==> src/hdl/crac_ram.sv <==
// Generic single-write, single-read RAM with registered read data.
// No dependencies.
`timescale 1ns / 1ps

module crac_ram #(
    parameter int WIDTH = 64,
    parameter int DEPTH = 64
) (
    input  logic                     clk,
    input  logic                     we,
    input  logic [$clog2(DEPTH)-1:0] waddr,
    input  logic [WIDTH-1:0]         wdata,
    input  logic [$clog2(DEPTH)-1:0] raddr,
    output logic [WIDTH-1:0]         rdata
);

    logic [WIDTH-1:0] mem [DEPTH];
    logic [WIDTH-1:0] rdata_reg;

    always_ff @(posedge clk)
    begin
        if (we)
        begin
            mem[waddr] <= wdata;
        end
        rdata_reg <= mem[raddr];
    end

    assign rdata = rdata_reg;

endmodule

==> config.mk <==
export PLATFORM = sky130hd
export DESIGN_NAME = crac_ram
export DESIGN_NICKNAME = d
export VERILOG_FILES = /design/src/hdl/crac_ram.sv
export SDC_FILE = /design/constraint.sdc
export NUM_CORES = 2
export LEC_CHECK = 0
export BUFFER_PORTS_ARGS = -buffer_cell sky130_fd_sc_hd__buf_2
export CAP_MARGIN = 20
export CELL_PAD_IN_SITES_DETAIL_PLACEMENT = 0
export CELL_PAD_IN_SITES_GLOBAL_PLACEMENT = 1
export CORE_MARGIN = 5
export CORE_UTILIZATION = 59
export CTS_BUF_LIST = sky130_fd_sc_hd__clkbuf_8
export DETAILED_ROUTE_END_ITERATION = 6
export PLACE_DENSITY_LB_ADDON = 0.25
export SYNTH_ARGS = -nofsm -noshare
export SYNTH_HDL_FRONTEND = slang
export SYNTH_SLANG_ARGS = --single-unit
==> constraint.sdc <==
create_clock -name clk -period 7.9 [get_ports clk]
set_input_delay 0.79 -clock clk [delete_from_list [all_inputs] [get_ports clk]]
set_output_delay 0.79 -clock clk [all_outputs]
set_load 0.05 [all_outputs]
==> run_results.csv <==
group,metric,value,unit
timing,fin_skew,80.5,ps
cells_and_area,finalNetCount,7317,
die,initial_core_util,59.1,%
logic_synthesis,ys_warn_count,0,
grt,antenna_found_initial,34,
clock_tree,cts_sinks,4160,
route,num_vias,76500,
worst_setup_path,crit_fanout,95,
clock_tree,clkSlewWorstSetupHoldPaths,60,ps
route,viasPerCell,6.78,
route,wl,419000,um
clock_tree,holdBufCountCts,0,
timing,relSlewSlack,20.5,%
job,max_cap_viol_count,0,
cells_and_area,drive_above_1_share,29.4,%
route,drc,0,
cells_and_area,final_cell_mix,"edfxtp_1, mux4_2, clkbuf_8",
logic_synthesis,synth.distinct_cells,33,
timing,final_max_slew_viol_count,0,
timing,setup_violations,0,
clock_tree,ctsResizeCount,0,
worst_setup_path,endpoint_kind,"register",
logic_synthesis,syn-num-nets,6676,
clock_tree,cts_root_buf,"clkbuf_8",
grt,grt_usage,30.5,%
timing,fin_crit,3220,ps
die,ioPinCount,142,
power_and_ir_drop,p_per_area,248,nW/um^2
grt,grt_pass1_vias,78100,
logic_synthesis,synth_top_flop_cell,"edfxtp_1",
placement,numPortBuffers,141,
logic_synthesis,synth_edf_count,4096,
die,coreArea,264000,sq um
clock_tree,postCtsSetupRepairBufs,0,
die,die_width,525,um
power_and_ir_drop,ir_drop,234,uV
timing,setup_slack,4680,ps
timing,tightest_slew,1190,ps
grt,grt_max_degree,107,
logic_synthesis,ys_async_sr_fraction,0,%
timing,finalSetupTns,0,ps
worst_setup_path,cp-start-kind,"primary input",
die,dieArea,275000,sq um
placement,place_congestion,0.804,
timing,grt_setup_unrepaired,"false",
clock_tree,cts_tree,"done",
cells_and_area,largest_reg_flops,4096,
worst_setup_path,path_class,"primary input to register",
cells_and_area,mostFrequentLayoutCell,"edfxtp_1",
clock_tree,htreeDepth,6,
clock_tree,clock_path_buffers,4,
clock_tree,cts-buffers-inserted,643,
route,firstDrtPassIters,5,
logic_synthesis,ys_seq_elements,4160,
die,rows,189,
power_and_ir_drop,p_leak,55.6,nW
grt,grt_pass1_wl,592000,um
placement,dp_slack,3650,ps
logic_synthesis,synth_area,156000,sq um
clock_tree,insertion_delay,1090,ps
route,wl_per_cell,37.1,um
worst_setup_path,cp.arrival,4150,ps
grt,gr-total-overflow,0,
logic_synthesis,syn_inst,6598,
timing,fmax,310,MHz
route,drt_iter0_drc,11100,
logic_synthesis,syn_area_per_cell,23.7,sq um
cells_and_area,final_util,66.0,%
run_status,outcome,"completed",
worst_setup_path,cp_data_required_time,8820,ps
cells_and_area,area_delta_synth_final,11.6,%
timing,period_share,40.8,%
placement,place_hpwl,218000,um
die,die_h,525,um
timing,hold_violations,0,
min_path,holdCritPathClass,"primary input to register",
logic_synthesis,seq_area_frac_synth,79.5,%
route,postRouteAntennaNets,0,
-- cell usage after synthesis (all sizes together) (29+ instances only) --
cell type / instances / area, sq um
mux4: 1024 / 23100
dfxtp: 64 / 1280
mux2i: 135 / 1350
a211oi: 63 / 473
edfxtp: 4096 / 123000
nand2: 58 / 218
buf: 230 / 1250
nand3: 45 / 225
o221ai: 38 / 333
or3: 29 / 181
clkbuf: 140 / 526
o22ai: 83 / 519
a22o: 88 / 771
a22oi: 168 / 1260
and3: 64 / 400
nor2: 112 / 420
-- final cells by class --
cell class,instances,area [sq um]
Timing Repair Buffer,366,3200
Clock buffer,681,9370
Multi-Input combinational cell,2049,30800
Clock inverter,469,2300
Fill cell,16900,89900
Tap cell,3533,4420
Inverter,19,71.3
Antenna cell,16,40.0
Sequential cell,4160,124000
-- cells by family after synthesis --
group / Yosys count / share of synthesized area (%)
AO/OA/AOI/OAI: 504 / 2.48
buffers and inverters: 389 / 1.18
flip-flops: 4160 / 79.5
multiplexers: 1159 / 15.6
AND/OR/NAND/NOR: 386 / 1.24
-- power breakdown --
part	internal, mW	leakage [nW]	total (mW)	switching [mW]
Combinational	0.784	11.2	2.27	1.48
Clock	8.27	6.98	16.5	8.21
Sequential	24.4	37.4	24.5	0.105
Total	33.5	55.6	43.3	9.79
-- layer usage --
layer  up-vias  global-route usage (%)  share of wire (%)
met2      4856                    47.5                 48
li1      29900                       -                  -
met4        16                    12.5                4.2
met5         -                       0              0.027
met3       787                    6.57                 11
met1     41000                    42.9                 37
-- final timing paths --
check	from	to	slack, ps	depth (start not counted)
worst max-delay path	raddr[2]	rdata[45]$_DFF_P_	4680	8
worst min-delay path	wdata[56]	mem[27][56]$_DFFE_PP_	20	1
worst max register to register	mem[47][9]$_DFFE_PP_	rdata[9]$_DFF_P_	5760	5
worst min register to register	mem[38][26]$_DFFE_PP_	rdata[26]$_DFF_P_	860	4
-- worst max-delay path: stages --
cell and delay (ps):
buf_8 450, buf_4 790, buf_12 540, mux4_2 410
mux2i_1 160, o22ai_1 150, a41oi_1 490, a211oi_1 90
-- stage by stage --
stage          power, mW  hold WS [ps]  cell area (sq um)  cells
3_3_place_gp        27.2           827             162000  10100
3_5_place_dp        27.3           846             162000  10100
6_report            43.3          24.7             174000  11300
5_1_grt             44.8         -8.68             174000  11300
4_1_cts             43.5           319             174000  11200
2_1_floorplan       26.3           788             156000   6598
(Power assumes the default switching activity.)
