==> config.mk <==
export PLATFORM = sky130hd
export DESIGN_NAME = crac_cell
export DESIGN_NICKNAME = d
export VERILOG_FILES = /design/src/hdl/crac_pkg.sv /design/src/hdl/crac_cell.sv
export SDC_FILE = /design/constraint.sdc
export NUM_CORES = 1
export LEC_CHECK = 0
export BUFFER_PORTS_ARGS = -buffer_cell sky130_fd_sc_hd__clkbuf_2
export CAP_MARGIN = 20
export CORE_ASPECT_RATIO = 0.8
export CORE_MARGIN = 2
export CORE_UTILIZATION = 26
export CTS_CLUSTER_DIAMETER = 150
export DETAILED_ROUTE_END_ITERATION = 10
export SYNTH_ARGS = -nofsm -noshare
export SYNTH_HDL_FRONTEND = slang
export SYNTH_SLANG_ARGS = --single-unit
==> constraint.sdc <==
create_clock -name clk -period 6.2 [get_ports clk]
set_input_delay 1.86 -clock clk [delete_from_list [all_inputs] [get_ports clk]]
set_output_delay 1.86 -clock clk [all_outputs]
set_load 0.01 [all_outputs]
==> src/hdl/crac_pkg.sv <==
// Shared types and defaults for the coalescing range allocator.
// Used by the free-list cells and the allocator core; depends on nothing.
`timescale 1ns / 1ps

package crac_pkg;

    localparam int FREE_ENTRIES_DEF = 16;
    localparam int USED_ENTRIES_DEF = 64;
    localparam int ADDR_WIDTH_DEF   = 32;
    localparam int FIELD_W          = 32;

    typedef enum logic [2:0] {
        ST_OK        = 3'd0,
        ST_UNKNOWN   = 3'd1,
        ST_USED_FULL = 3'd2,
        ST_FREE_FULL = 3'd3,
        ST_TOP_OVF   = 3'd4,
        ST_ZERO      = 3'd5
    } status_t;

    typedef enum logic [2:0] {
        S_IDLE,
        S_USCAN,
        S_PASS1,
        S_PASS2,
        S_DONE
    } state_t;

    typedef struct packed {
        logic fits;
        logic ends_at;
        logic starts_at;
    } cell_flags_t;

endpackage

==> src/hdl/crac_cell.sv <==
// One free-list cell: holds one free range and passes it on around the ring.
// Compares its range against the broadcast query; uses crac_pkg.
`timescale 1ns / 1ps

module crac_cell #(
    parameter int AW = 32,
    parameter int CW = 33
) (
    input  logic                 clk,
    input  logic                 rst_n,
    input  logic                 shift,
    input  logic                 nxt_valid,
    input  logic [AW-1:0]        nxt_start,
    input  logic [AW-1:0]        nxt_len,
    input  logic [CW-1:0]        q_size,
    input  logic [CW-1:0]        q_start,
    input  logic [CW-1:0]        q_end,
    output logic                 ent_valid,
    output logic [AW-1:0]        ent_start,
    output logic [AW-1:0]        ent_len,
    output crac_pkg::cell_flags_t flags
);
    import crac_pkg::*;

    logic          valid_reg;
    logic [AW-1:0] start_reg;
    logic [AW-1:0] len_reg;

    always_ff @(posedge clk or negedge rst_n)
    begin
        if (!rst_n)
        begin
            valid_reg <= 1'b0;
        end
        else if (shift)
        begin
            valid_reg <= nxt_valid;
        end
    end

    always_ff @(posedge clk)
    begin
        if (shift)
        begin
            start_reg <= nxt_start;
            len_reg   <= nxt_len;
        end
    end

    always_comb
    begin
        flags.fits      = CW'(len_reg) >= q_size;
        flags.ends_at   = (CW'(start_reg) + CW'(len_reg)) == q_start;
        flags.starts_at = CW'(start_reg) == q_end;
    end

    assign ent_valid = valid_reg;
    assign ent_start = start_reg;
    assign ent_len   = len_reg;

endmodule

==> flow_summary.yaml, run 1 <==
finish:
  num_antenna_cells: 0
  most-common-layout-cells: "clkbuf_2 (233), ha_1 (64), edfxtp_1 (64)"
  register_area_um2: 1947
  mostFrequentLayoutCell: "clkbuf_2"
  synthToLayoutAreaGrowth_pct: 33.82
  drive_gt1_share_pct: 32.94
  nFillCells: 2288
  nets: 1083
  layout.cells.non_filler: 1131
  fin_area_um2: 7664
  multi_input_area_um2: 3580
timing:
  rsz0062_at_grt: "false"
  fin_crit_sh_pct: 97.60
  layout_min_cycle_time_ns: 6.051
  fmax_ghz: 0.1653
  final_hold_viol_count: 0
  slew_headroom_pct: 35.64
  worstMarginPinSlew_ns: 0.9553
  fin_skew_ns: 0
  setup_violations: 0
  final.setup.tns_ns: 0
  fin_ws_ns: 0.1489
  drv_slew: 0
cts:
  numCtsBuffers: 9
  clockBufferDepth: 2
  cts-root-buf: "clkbuf_16"
  cts_sinks: 65
  cts_tree: "yes"
  htreeDepth: 3
  ctsHoldBuffers: 0
  clk_latency_ns: 0.34
  clk_pin_slew_worst_paths_ns: 0.06
die:
  io_pins: 235
  rows: 48
  die_y_um: 136.7
  dieArea_um2: 23240
  core_um2: 21620
  die_x_um: 169.9
  start_util_pct: 26.49
placement:
  gp_congestion: 0.9385
  place_inst: 1112
  dp_slack_ns: 0.01474
  place_area_um2: 7271
  io_buffers: 234
  hpwlAfterDp_mm: 19.39
setup_path:
  critPathCaptureType: "primary output"
  crit_type: "reg -> out"
  required_ns: 4.34
  critPathLaunchType: "flip-flop"
  cp_max_fo: 5
  critPathArrivalTime_ns: 4.19
grt:
  grt_start_max_net_pins: 44
  grt_pass1_vias: 5787
  grt_usage_pct: 19.67
  grt_pass1_wl_mm: 33.59
  antenna_found_initial: 0
  overflow: 0
synth:
  synth_area_per_cell_um2: 9.435
  mappedNetlistNets: 839
  ys_warn_count: 0
  ys_ff_latch: 65
  synthArstFlopShare_pct: 1.538
  seq_area_frac_synth_pct: 34.00
  synthCells: 607
  synth-edff-count: 64
  synthFlopType: "edfxtp_1"
  synth_area_um2: 5727
  synth_cell_types: 68
drt:
  wl_per_cell_um: 20.09
  detail-route-antenna-nets: 0
  via_count: 5830
  wl_mm: 22.72
  firstDrtPassIters: 6
  drt-initial-drc-count: 441
  drc: 0
  via_per_inst: 5.155
pwr:
  p_leak_nw: 3.442
  power.density_nw_per_um2: 247.6
  ir_worst_vdd_mv: 0.1349
  finalPower_mw: 1.898
status:
  status: "completed"
worst_hold_path:
  min_path_type: "reg -> reg"
run:
  drv_cap: 0
[final timing paths]
path	startpoint	end	slack (ns)	cells after the start
worst max-delay path	ent_start[0]	flags[1]	0.15	13
worst min-delay path	ent_valid	ent_valid	0.51	1
worst max register to register	ent_valid	ent_valid	5.46	1
worst min register to register	ent_valid	ent_valid	0.51	1
max in group asynchronous	rst_n	ent_valid	4.84	1
min in group asynchronous	rst_n	ent_valid	1.27	1
[final cells by class]
cell class                 instances  area share, %
clock buffer                       9          2.939
clock inverter                     7          1.551
inverter                          39          1.910
multi-input combinational        485          46.71
sequential                        65          25.40
tap                              275          4.490
timing repair buffer             251          17.00
[cell families (layout without fill, tap and decap cells)]
| kind of cell | Yosys count | after routing | synth area share (%) |
|---|---|---|---|
| buffers and inverters | 57 | 306 | 3.889 |
| multiplexers | 4 | 4 | 0.7428 |
| AO/OA/AOI/OAI | 171 | 171 | 20.49 |
| XOR/XNOR | 73 | 73 | 11.16 |
| AND/OR/NAND/NOR | 172 | 172 | 15.38 |
| flip-flops | 65 | 65 | 34.00 |
| adder cells (fa/ha/maj) | 65 | 65 | 14.33 |
[per-layer routing]
metal  vias up  routed length (um)  global-route usage [%]
met4         0                 749                   7.835
met3        31                1638                   4.309
met5         -                   0                       0
met2       271                9912                   29.71
met1      2732               10420                   27.34
li1       2796                   -                       -
[cell usage after synthesis (all sizes together) (3+ instances only)]
cell type | number | area share (%)
a21o | 13 | 1.7
ha | 64 | 14
o31ai | 4 | 0.52
a2111oi | 5 | 0.87
edfxtp | 64 | 34
o31a | 3 | 0.46
and3 | 4 | 0.44
o22ai | 7 | 0.76
nor3 | 8 | 0.79
o211ai | 10 | 1.3
nand2b | 5 | 0.55
nor2 | 32 | 2.1
nor4 | 12 | 1.4
xor2 | 37 | 5.7
buf | 7 | 0.61
nand3 | 11 | 0.96
xnor2 | 36 | 5.5
or3 | 3 | 0.35
nand2 | 49 | 3.2
clkbuf | 11 | 0.72
a211oi | 6 | 0.79
o21a | 12 | 1.6
or4 | 3 | 0.39
nor2b | 3 | 0.33
or2 | 3 | 0.33
o2111ai | 3 | 0.46
a211o | 4 | 0.61
o221ai | 3 | 0.46
o21ai | 28 | 2.4
a221oi | 3 | 0.76
a21boi | 3 | 0.39
a21oi | 46 | 4.0
nand4 | 30 | 3.3
inv | 39 | 2.6
[worst max-delay path, stage by stage (launching register included)]
cell      delay, ns
edfxtp_1       0.49
ha_1           0.27
fa_1           0.43
a211o_1        0.36
a221oi_4       0.31
buf_6          0.17
nor2_2         0.05
a22o_1         0.21
or4_1          0.44
or4_1          0.43
nor4_2         0.21
nand2_1        0.12
nor3_2         0.18
clkbuf_2       0.16
[report_power, final]
group          leakage [nW]  total [mW]  switching, mW  internal [mW]
clock network         0.162       0.597          0.204          0.392
logic                  2.64       0.732          0.430          0.302
registers             0.638       0.569         0.0443          0.525
[sequential cells by signal, indices dropped and copies added, names as in the netlist]
| name | cells |
|---|---|
| ent_start | 32 |
| ent_valid | 1 |
| ent_len | 32 |
[stage by stage]
step	hold slack (ns)	utilization (%)
6_report	0.5111	35.45
5_1_grt	0.5419	35.45
4_1_cts	0.5132	35.25
3_5_place_dp	0.4994	33.63
3_3_place_gp	0.4898	33.63
2_1_floorplan	0.5511	-
[repair_timing]
item / CTS / global route
endpoints found under the setup margin: 1 / 1
gates resized for setup: 1 / 5
pin swaps: 0 / 3
buffers inserted: 0 / 3
endpoints found under the hold margin: 0 / 0
Power figures use the tool's default switching activity.
==> inputs of run 2 (changes only) <==
--- a/config.mk
+++ b/config.mk
@@ -7,11 +7,12 @@
 export LEC_CHECK = 0
 export BUFFER_PORTS_ARGS = -buffer_cell sky130_fd_sc_hd__clkbuf_2
 export CAP_MARGIN = 20
-export CORE_ASPECT_RATIO = 0.8
+export CORE_ASPECT_RATIO = 0.75
 export CORE_MARGIN = 2
-export CORE_UTILIZATION = 26
+export CORE_UTILIZATION = 50
 export CTS_CLUSTER_DIAMETER = 150
 export DETAILED_ROUTE_END_ITERATION = 10
+export PLACE_DENSITY = 0.83
 export SYNTH_ARGS = -nofsm -noshare
 export SYNTH_HDL_FRONTEND = slang
 export SYNTH_SLANG_ARGS = --single-unit
==> flow_summary.yaml, run 2 (same netlist as run 1, synthesis figures left out) <==
timing:
  fin_skew_ns: 0
  worstMarginPinSlew_ns: 0.8747
  setup_violations: 0
  final.setup.tns_ns: 0
  final_hold_viol_count: 0
  slew_headroom_pct: 41.33
  fin_crit_sh_pct: 98.30
  layout_min_cycle_time_ns: 6.095
  fmax_ghz: 0.1641
  rsz0062_at_grt: "false"
  drv_slew: 0
drt:
  firstDrtPassIters: 7
  wl_mm: 20.26
  via_per_inst: 6.095
  drc: 0
  detail-route-antenna-nets: 0
  via_count: 6016
  drt-initial-drc-count: 619
  wl_per_cell_um: 20.53
setup_path:
  critPathArrivalTime_ns: 4.23
  crit_type: "reg -> out"
  rr_worst_depth: 1
  crit_start: "ent_start[8]"
  critPathLaunchType: "flip-flop"
  required_ns: 4.34
  r2r_end: "ent_valid"
  cp_max_fo: 7
  r2r_slack_ns: 5.46
  critPathCaptureType: "primary output"
  r2r-start: "ent_valid"
cts:
  ctsHoldBuffers: 0
  clk_latency_ns: 0.33
  htreeDepth: 3
  numCtsBuffers: 9
  cts-root-buf: "clkbuf_16"
  clk_pin_slew_worst_paths_ns: 0.07
  cts_tree: "yes"
  cts_sinks: 65
  clockBufferDepth: 2
grt:
  overflow: 0
  grt_pass1_vias: 5880
  grt_pass1_wl_mm: 30.97
  grt_usage_pct: 32.40
  antenna_found_initial: 0
  grt_start_max_net_pins: 44
pwr:
  power.density_nw_per_um2: 245.3
  p_leak_nw: 3.370
  ir_worst_vdd_mv: 0.2515
  finalPower_mw: 1.809
worst_hold_path:
  min_path_type: "reg -> reg"
  min_from: "ent_valid"
  min_to: "ent_valid"
  hold_depth: 1
placement:
  hpwlAfterDp_mm: 16.73
  io_buffers: 234
  gp_congestion: 1.049
finish:
  drive_gt1_share_pct: 32.11
  register_area_um2: 1947
  most-common-layout-cells: "clkbuf_2 (234), ha_1 (64), edfxtp_1 (64)"
  synthToLayoutAreaGrowth_pct: 28.77
  nFillCells: 932
  num_antenna_cells: 0
  mostFrequentLayoutCell: "clkbuf_2"
  multi_input_area_um2: 3572
  nets: 1074
run:
  drv_cap: 0
die:
  io_pins: 235
  dieArea_um2: 12330
  start_util_pct: 51.95
  die_y_um: 96.69
  rows: 33
  core_um2: 11020
  die_x_um: 127.6
status:
  status: "completed"
==> run 2: layer usage <==
layer / routed length, um / GRT usage, %
met1: 8527 / 44.75
met2: 9240 / 50.84
met3: 2139 / 8.905
met4: 356 / 7.354
met5: 0 / 0
==> run 2: critical path, stage by stage (launching register included) <==
cell and delay, ns:
edfxtp_1 0.48, ha_1 0.46, a21oi_1 0.44, o21ai_0 0.20
a211oi_1 0.76, o21ai_0 0.20, a21oi_1 0.41, o2111ai_1 0.25
a21oi_1 0.22, xnor2_1 0.13, nor3_2 0.18, clkbuf_2 0.15
==> run 2: area by class of cell <==
cell class	instances	area share [%]
Inverter	39	1.985
Clock buffer	9	3.054
Timing Repair Buffer	242	16.69
Clock inverter	7	1.052
Tap cell	140	2.375
Sequential cell	65	26.40
Multi-Input combinational cell	485	48.44
==> run 2: worst max-delay path by stage <==
stage	endpoint	slack, ns	depth (start not counted)
6_report	flags[1]	0.11	11
2_1_floorplan	flags[1]	0.60	8
4_1_cts	flags[1]	0.12	10
5_1_grt	flags[1]	0.02	11
3_3_place_gp	flags[1]	0.19	10
3_5_place_dp	flags[1]	0.13	10
==> run 2: per-stage QoR <==
stage / std cells / hold WS (ns) / instance area (um^2) / setup slack (ns) / utilization, %
detailed placement: 970 / 0.5053 / 7049 / 0.1334 / 63.94
CTS: 986 / 0.5184 / 7352 / 0.1165 / 66.69
floorplan: 607 / 0.5511 / 5727 / 0.6020 / -
global placement: 970 / 0.4907 / 7049 / 0.1869 / 63.94
finish: 987 / 0.5111 / 7375 / 0.1052 / 66.89
global route: 987 / 0.5465 / 7375 / 0.02379 / 66.89
==> run 2: timing repair <==
item,CTS,global route
setup buffers,0,1
resized for setup,0,4
setup endpoints to repair,0,1
==> run 2: report_power, final <==
group / internal (mW) / total [mW] / switching, mW
logic: 0.293 / 0.717 / 0.423
clock network: 0.315 / 0.524 / 0.210
registers: 0.525 / 0.568 / 0.0438
total: 1.13 / 1.81 / 0.677
==> inputs of run 3 (changes only) <==
--- a/config.mk
+++ b/config.mk
@@ -9,10 +9,10 @@
 export CAP_MARGIN = 20
 export CORE_ASPECT_RATIO = 0.75
 export CORE_MARGIN = 2
-export CORE_UTILIZATION = 50
+export CORE_UTILIZATION = 54
 export CTS_CLUSTER_DIAMETER = 150
 export DETAILED_ROUTE_END_ITERATION = 10
-export PLACE_DENSITY = 0.83
+export PLACE_DENSITY = 0.88
 export SYNTH_ARGS = -nofsm -noshare
 export SYNTH_HDL_FRONTEND = slang
 export SYNTH_SLANG_ARGS = --single-unit
==> constraint.sdc (replaced) <==
create_clock -name clk -period 7.1 [get_ports clk]
set_input_delay 2.13 -clock clk [delete_from_list [all_inputs] [get_ports clk]]
set_output_delay 2.13 -clock clk [all_outputs]
set_load 0.01 [all_outputs]
==> flow_summary.yaml, run 3 (same netlist as run 1, synthesis figures left out) <==
status:
  status: "completed"
die:
  die_x_um: 122.9
  dieArea_um2: 11450
  rows: 32
  die_y_um: 93.19
  io_pins: 235
  core_um2: 10290
  start_util_pct: 55.65
grt:
  overflow: 0
  grt_pass1_wl_mm: 31.41
  antenna_found_initial: 1
  grt_start_max_net_pins: 66
  grt_pass1_vias: 5885
  grt_usage_pct: 36.67
pwr:
  power.internal_mw: 0.9434
  power_switching_mw: 0.6041
  seqPwrFrac_pct: 32.0
  p_leak_nw: 3.329
  p_sw_share_pct: 39.03
  ir_worst_vdd_mv: 0.1738
  clkPwrFrac_pct: 27.7
  combinationalPowerShare_pct: 40.3
  power.density_nw_per_um2: 212.4
drt:
  drc: 0
  firstDrtPassIters: 6
  drt-initial-drc-count: 703
  detail-route-antenna-nets: 0
  via_count: 6065
  via_per_inst: 6.208
  wl_per_cell_um: 21.56
  wl_mm: 21.06
setup_path:
  critPathLaunchType: "input pin"
  crit_type: "in -> out"
  r2r-start: "ent_valid"
  r2r_end: "ent_valid"
  rr_worst_depth: 1
  r2r_slack_ns: 6.31
  critPathArrivalTime_ns: 4.71
  required_ns: 4.97
  cp_max_fo: 4
  critPathCaptureType: "primary output"
cts:
  numCtsBuffers: 9
  clk_latency_ns: 0.33
  clk_pin_slew_worst_paths_ns: 0.06
  cts_setup_buffers: 0
  cts_tree: "yes"
  ctsHoldBuffers: 0
  cts-root-buf: "clkbuf_16"
  cts_resized: 0
  htreeDepth: 3
  cts_sinks: 65
  clockBufferDepth: 2
timing:
  layout_min_cycle_time_ns: 6.838
  final_hold_viol_count: 0
  final.setup.tns_ns: 0
  drv_slew: 0
  worstMarginPinSlew_ns: 0.9944
  fmax_ghz: 0.1463
  fin_skew_ns: 0
  setup_violations: 0
  slew_headroom_pct: 33.01
  fin_crit_sh_pct: 96.30
  rsz0062_at_grt: "false"
  holdWs_ns: 0.5630
placement:
  io_buffers: 234
  place_area_um2: 7007
  hpwlAfterDp_mm: 17.46
  gp_congestion: 0.9645
finish:
  num_antenna_cells: 0
  drive_gt1_share_pct: 31.27
  nFillCells: 785
  synthToLayoutAreaGrowth_pct: 27.22
  mostFrequentLayoutCell: "clkbuf_2"
  most-common-layout-cells: "clkbuf_2 (234), ha_1 (64), edfxtp_1 (64)"
  nets: 1068
  fin_area_um2: 7286
worst_hold_path:
  min_path_type: "reg -> reg"
  min_from: "ent_valid"
  min_to: "ent_valid"
  hold_depth: 1
run:
  drv_cap: 0
[run 3: changes by cell type in the layout (fill, tap and decap cells not counted)]
cell and delta:
a2111oi_0 +2, a2111oi_1 -2, a211oi_1 +1, a211oi_2 -1
buf_4 -6, bufinv_16 -1, clkinv_1 +1, clkinv_2 -1
clkinv_4 +2, clkinvlp_4 -1, inv_6 +1, inv_8 -1
xor2_1 +1, xor2_2 -1
[run 3: worst max path at each step]
stage	slack, ns	cells past startpoint	endpoint	start
4_1_cts	0.40	10	flags[1]	q_start[26]
5_1_grt	0.26	11	flags[1]	q_start[7]
2_1_floorplan	0.96	8	flags[1]	q_start[26]
3_5_place_dp	0.42	10	flags[1]	q_start[26]
3_3_place_gp	0.44	10	flags[1]	q_start[26]
6_report	0.26	11	flags[1]	q_start[7]
[run 3: power groups by stage]
| stage | clock network, mW | registers, mW | logic (mW) |
|---|---|---|---|
| 2_1_floorplan | 0 | 0.504 | 0.371 |
| 3_3_place_gp | 0 | 0.500 | 0.592 |
| 3_5_place_dp | 0 | 0.502 | 0.597 |
| 4_1_cts | 0.426 | 0.495 | 0.601 |
| 5_1_grt | 0.442 | 0.499 | 0.666 |
| 6_report | 0.429 | 0.496 | 0.623 |
[run 3: metal layers]
metal / global-route usage, % / routed length [um]
met1: 52.44 / 8988
met2: 53.45 / 9267
met3: 9.695 / 2223
met4: 12.45 / 568
met5: 0 / 13
[run 3: metrics by stage]
| stage | worst slack (ns) | power [mW] | cells | util (%) |
|---|---|---|---|---|
| after floorplan | 0.9620 | 0.8748 | 607 | - |
| after global placement | 0.4445 | 1.093 | 961 | 68.09 |
| after detailed placement | 0.4241 | 1.099 | 961 | 68.09 |
| after CTS | 0.4048 | 1.522 | 977 | 70.80 |
| after global routing | 0.2550 | 1.607 | 977 | 70.80 |
| final | 0.2624 | 1.548 | 977 | 70.80 |
[run 3: worst max-delay path: stages]
cell	delay, ns
clkbuf_2	0.09
xor2_1	0.34
nor2_1	0.09
a211oi_1	0.38
o2111ai_1	0.17
a2111oi_0	0.65
nand4_1	0.20
nor4_2	0.22
nand2_1	0.13
nor3_2	0.16
clkbuf_2	0.15
[run 3: final cells by class]
type                            instances  area (um^2)  share of cell area [%]
Clock buffer                            9        225.2                   3.091
Clock inverter                          7        53.80                  0.7385
Inverter                               39        146.4                   2.009
Multi-Input combinational cell        485         3557                   48.82
Sequential cell                        65         1947                   26.72
Tap cell                              136        170.2                   2.336
Timing Repair Buffer                  236         1186                   16.28
